`config.mk`:
```
export PLATFORM = sky130hd
export DESIGN_NAME = plob_side
export DESIGN_NICKNAME = d
export VERILOG_FILES = /design/src/rtl/plob_pkg.sv /design/src/rtl/plob_cell.sv /design/src/rtl/plob_side.sv
export SDC_FILE = /design/constraint.sdc
export NUM_CORES = 2
export LEC_CHECK = 0
export ABC_AREA = 1
export BUFFER_PORTS_ARGS = -buffer_cell sky130_fd_sc_hd__buf_2
export CAP_MARGIN = 20
export CORE_ASPECT_RATIO = 1.4
export CORE_MARGIN = 2
export CORE_UTILIZATION = 55
export DETAILED_ROUTE_END_ITERATION = 8
export PLACE_DENSITY_LB_ADDON = 0.3
export SLEW_MARGIN = 25
export SYNTH_ARGS = -nofsm -noshare
export SYNTH_HDL_FRONTEND = slang
export SYNTH_HIERARCHICAL = 1
export SYNTH_SLANG_ARGS = --single-unit
export TNS_END_PERCENT = 5
```
`constraint.sdc`:
```
create_clock -name clk -period 6.62 [get_ports clk]
set_clock_uncertainty 0.2 [all_clocks]
set_input_delay 0.993 -clock clk [delete_from_list [all_inputs] [get_ports clk]]
set_output_delay 0.993 -clock clk [all_outputs]
set_load 0.01 [all_outputs]
```
`src/rtl/plob_pkg.sv`:
```
package plob_pkg;

	localparam int unsigned LEVELS_DEF = 16;
	localparam int unsigned PRICE_W    = 32;
	localparam int unsigned QTY_W      = 32;
	localparam int unsigned TIME_W     = 64;
	localparam int unsigned DEPTH_W    = 5;
	localparam int unsigned VOL_W      = 36;
	localparam int unsigned IMB_W      = 16;
	localparam logic [DEPTH_W-1:0] DEPTH_RESET = 5'd10;

	localparam logic FUNC_UPDATE = 1'b0;
	localparam logic FUNC_CLEAR  = 1'b1;
	localparam logic SIDE_BID    = 1'b0;
	localparam logic SIDE_ASK    = 1'b1;

	// command broadcast to every cell of one side
	typedef struct packed {
		logic              en;
		logic              clear;
		logic              is_ask;
		logic [PRICE_W-1:0] price;
		logic [QTY_W-1:0]   qty;
	} plob_cmd_t;

	// what a cell tells its right-hand neighbor
	typedef struct packed {
		logic               valid;
		logic               hit;
		logic               ranks_above;
		logic [PRICE_W-1:0] price;
		logic [QTY_W-1:0]   qty;
	} plob_link_t;

	typedef enum logic [2:0] {
		ST_IDLE,
		ST_BOOK,
		ST_SUM,
		ST_DIV,
		ST_OUT
	} plob_state_t;

endpackage

```
`src/rtl/plob_cell.sv`:
```
module plob_cell (
	input  logic                 clk,
	input  logic                 arst_n,
	input  plob_pkg::plob_cmd_t  cmd,
	input  plob_pkg::plob_link_t left,
	input  plob_pkg::plob_link_t right,
	output plob_pkg::plob_link_t status
);
	import plob_pkg::*;

	logic               valid_q;
	logic [PRICE_W-1:0] price_q;
	logic [QTY_W-1:0]   qty_q;
	logic               hit;
	logic               above;
	logic               left_above;

	assign hit   = valid_q && price_q == cmd.price;
	assign above = valid_q && (cmd.is_ask ? price_q < cmd.price : price_q > cmd.price);

	// hit travels as "any cell at or left of me matched"
	assign status.valid       = valid_q;
	assign status.hit         = hit || left.hit;
	assign status.ranks_above = above;
	assign status.price       = price_q;
	assign status.qty         = qty_q;

	// left neighbor is absent for cell 0: tied valid with ranks_above set
	assign left_above = left.ranks_above;

	always_ff @(posedge clk or negedge arst_n) begin
		if (!arst_n) begin
			valid_q <= 1'b0;
		end else if (cmd.clear) begin
			valid_q <= 1'b0;
		end else if (cmd.en) begin
			if (right.hit && cmd.qty == '0) begin
				// removal somewhere in the row
				if (status.hit) begin
					valid_q <= right.valid;
					price_q <= right.price;
					qty_q   <= right.qty;
				end
			end else if (right.hit) begin
				if (hit) qty_q <= cmd.qty;
			end else if (cmd.qty != '0) begin
				// insert: first cell not ranking above takes new, rest shift
				if (!above && valid_q) begin
					if (left_above) begin
						price_q <= cmd.price;
						qty_q   <= cmd.qty;
					end else begin
						price_q <= left.price;
						qty_q   <= left.qty;
					end
				end else if (!valid_q && left.valid) begin
					valid_q <= 1'b1;
					if (left_above) begin
						price_q <= cmd.price;
						qty_q   <= cmd.qty;
					end else begin
						price_q <= left.price;
						qty_q   <= left.qty;
					end
				end
			end
		end
	end
endmodule

```
`src/rtl/plob_side.sv`:
```
module plob_side #(
	parameter int unsigned LEVELS = plob_pkg::LEVELS_DEF
) (
	input  logic                         clk,
	input  logic                         arst_n,
	input  plob_pkg::plob_cmd_t          cmd,
	output logic [plob_pkg::PRICE_W-1:0] best,
	output logic                         drop,
	output logic [LEVELS-1:0]            valid,
	output logic [LEVELS*plob_pkg::QTY_W-1:0] qtys
);
	import plob_pkg::*;

	plob_link_t link [LEVELS+1];

	// virtual cell left of cell 0: valid, ranks above the new price
	assign link[0] = '{valid: 1'b1, hit: 1'b0, ranks_above: 1'b1, price: '0, qty: '0};

	for (genvar g = 0; g < LEVELS; g++) begin : g_cell
		plob_link_t r;
		assign r = '{valid: link[g+2 > LEVELS ? LEVELS : g+2].valid && (g+1 < LEVELS),
			hit: link[LEVELS].hit, ranks_above: 1'b0,
			price: link[g+2 > LEVELS ? LEVELS : g+2].price,
			qty: link[g+2 > LEVELS ? LEVELS : g+2].qty};
		plob_cell u_cell (
			.clk    (clk),
			.arst_n (arst_n),
			.cmd    (cmd),
			.left   (link[g]),
			.right  (r),
			.status (link[g+1])
		);
		assign valid[g] = link[g+1].valid;
		assign qtys[g*QTY_W +: QTY_W] = link[g+1].qty;
	end

	assign best = link[1].valid ? link[1].price : '0;
	// full side, no match, new price did not land: either dropped
	assign drop = cmd.en && !link[LEVELS].hit && cmd.qty != '0 && link[LEVELS].valid;
endmodule

```
==> impl_metrics.csv <==
group,metric,value,unit
setup_path,path_delay_family,"simple AND/OR/NAND/NOR gates",
setup_path,arrival,5.14,ns
detailed_routing,drc,0,
timing,layout_setup_ws,0.289,ns
placed_design,port_buffers,629,
detailed_routing,drt-wirelength-per-cell,23.0,um
detailed_routing,drt-initial-drc-count,6767,
floorplan,start_util,55.4,%
detailed_routing,met3WireLength,23800,um
floorplan,die_area,131000,um2
placed_design,dp_hpwl,191000,um
global_route,grt_start_max_net_pins,98,
setup_path,crit_required,5.43,ns
cells_and_area,area_growth,13.6,%
cells_and_area,final_cell_mix,"nand2_1, o21ai_0, edfxtp_1",
synth,mappedNetlistArea,70700,um2
cells_and_area,drive_gt1_share,14.1,%
cts,clk_pin_slew,0.06,ns
outcome,outcome,"complete, but fails checks",
setup_path,crit_buf_inv,20,
setup_path,crit_path_start_kind,"input port",
detailed_routing,vias_per_cell,6.10,
detailed_routing,vias,68500,
cts,postCtsHoldBufs,0,
power,leakage,0.0321,uW
cts,clockRootBuffer,"clkbuf_16",
setup_path,cp_common_cell,"inv_1",
setup_path,end_kind,"output port",
timing,worst_pin_slew,2.76,ns
placed_design,placed_cells,11000,
timing,slew_viol_final,33,
setup_path,r2r_slack,0.95,ns
timing,rsz0062_at_grt,"false",
timing,fmax,0.158,GHz
cts,cts_sinks,1040,
cts,insertion_delay,0.75,ns
detailed_routing,postRouteWirelength,258000,um
cts,cts_setup_buffers,0,
detailed_routing,dr.pass1.iters,6,
timing,period_minus_slack,6.33,ns
timing,maxSlewHeadroom,-84.8,%
detailed_routing,wl_met2,125000,um
setup_path,crit_type,"in -> out",
power,vdd.ir_drop.worst,196,uV
setup_path,cp-startpoint,"cmd[39]",
floorplan,ios,630,
global_route,antenna_found_initial,14,
placed_design,gp_congestion,1.02,
floorplan,core_area,128000,um2
run,cap_violations,0,
setup_path,worst-path-max-fanout,8,
timing,setup_violations,0,
timing,finalHoldViolations,0,
synth,syn_avg_cell_area,7.91,um2
power,p_per_area,189,nW/um2
global_route,grt_pass1_vias,68500,
global_route,grt_pass1_wl,389000,um
min_path,hp-class,"in -> async",
cells_and_area,final_common_cell,"nand2_1",
cts,cts_resized,0,
outcome,violations,"max-slew violations",
detailed_routing,dr.max_layer_used,"met5",
floorplan,num_rows,155,
cts,htree_levels,3,
placed_design,pre_cts_slack,0.0822,ns
setup_path,rr_worst_depth,47,
cts,cts_tree,"yes",
synth,yosysWarnings,6,
detailed_routing,drtAntennaViolNets,0,
floorplan,die_w,307,um
detailed_routing,m1WireLength,84400,um
cells_and_area,nets,10100,
timing,fin_crit_sh,95.6,%
global_route,grtUsageTotal,38.2,%
floorplan,die_h,428,um
cts,clock_path_buffers,3,
synth,synth_cells,8937,
cells_and_area,final_cells,11200,
global_route,grt_overflow,0,
setup_path,r2r_start,"g_cell[0].u_cell/price_q[31]",
setup_path,cp_slowest_stage_delay,0.31,ns
setup_path,rr_endpoint,"g_cell[3].u_cell/qty_q[20]",
setup_path,crit_path_top_delay_cell,"ha_1",
cts,cts_buffers,107,
-- power by group --
| group | total [uW] | switching (uW) | leakage, uW | internal [uW] |
|---|---|---|---|---|
| sequential | 7390 | 95.1 | 0.00945 | 7300 |
| combinational | 1670 | 1120 | 0.0210 | 552 |
| clock | 6090 | 2830 | 0.00162 | 3260 |
-- per-layer routing --
metal | vias up | global-route usage [%]
li1 | 31200 | -
met1 | 32100 | 39.6
met2 | 3768 | 65.2
met3 | 1422 | 9.56
met4 | 14 | 30.9
met5 | - | 0
-- per-stage QoR --
stage | TNS, ns | power [uW] | cell area, um2 | hold WS (ns) | util, %
after floorplan | -16.26 | 8450 | 71000 | 0.343 | -
after global placement | 0 | 9050 | 76800 | 0.372 | 60.2
after detailed placement | 0 | 9140 | 76900 | 0.387 | 60.3
after CTS | 0 | 15100 | 80200 | 0.143 | 62.9
after global routing | 0 | 15600 | 80300 | 0.171 | 62.9
final | 0 | 15200 | 80300 | 0.132 | 63.0
-- registers in the layout (all words and copies together), names as in the netlist --
register	flops
g_cell.u_cell/price_q	512
g_cell.u_cell/qty_q	512
g_cell.u_cell/valid_q	16
-- how the worst max path moves through the flow --
stage	to	cells after the start
after floorplan	g_cell[6].u_cell/price_q[0]	45
after global placement	g_cell[2].u_cell/qty_q[15]	50
after detailed placement	g_cell[3].u_cell/qty_q[7]	50
after CTS	drop	44
after global routing	drop	42
final	drop	44
-- cell type report --
class | count | area, um2
Antenna cell | 9 | 22.5
Multi-Input combinational cell | 6687 | 34700
Timing Repair Buffer | 852 | 6050
Clock buffer | 126 | 2770
Sequential cell | 1040 | 31100
Fill cell | 11000 | 47300
Clock inverter | 71 | 566
Tap cell | 1648 | 2060
Inverter | 794 | 3040
-- worst reg2reg max path, delay by kind of cell, from the launching register on --
family / cells / cell delay [ns]
and+or+nand+nor: 25 / 2.58
buffers and inverters: 20 / 1.57
DFF: 1 / 0.45
adders and majority gates: 1 / 0.35
AOI/OAI and AO/OA: 1 / 0.22
(Power assumes the default switching activity.)
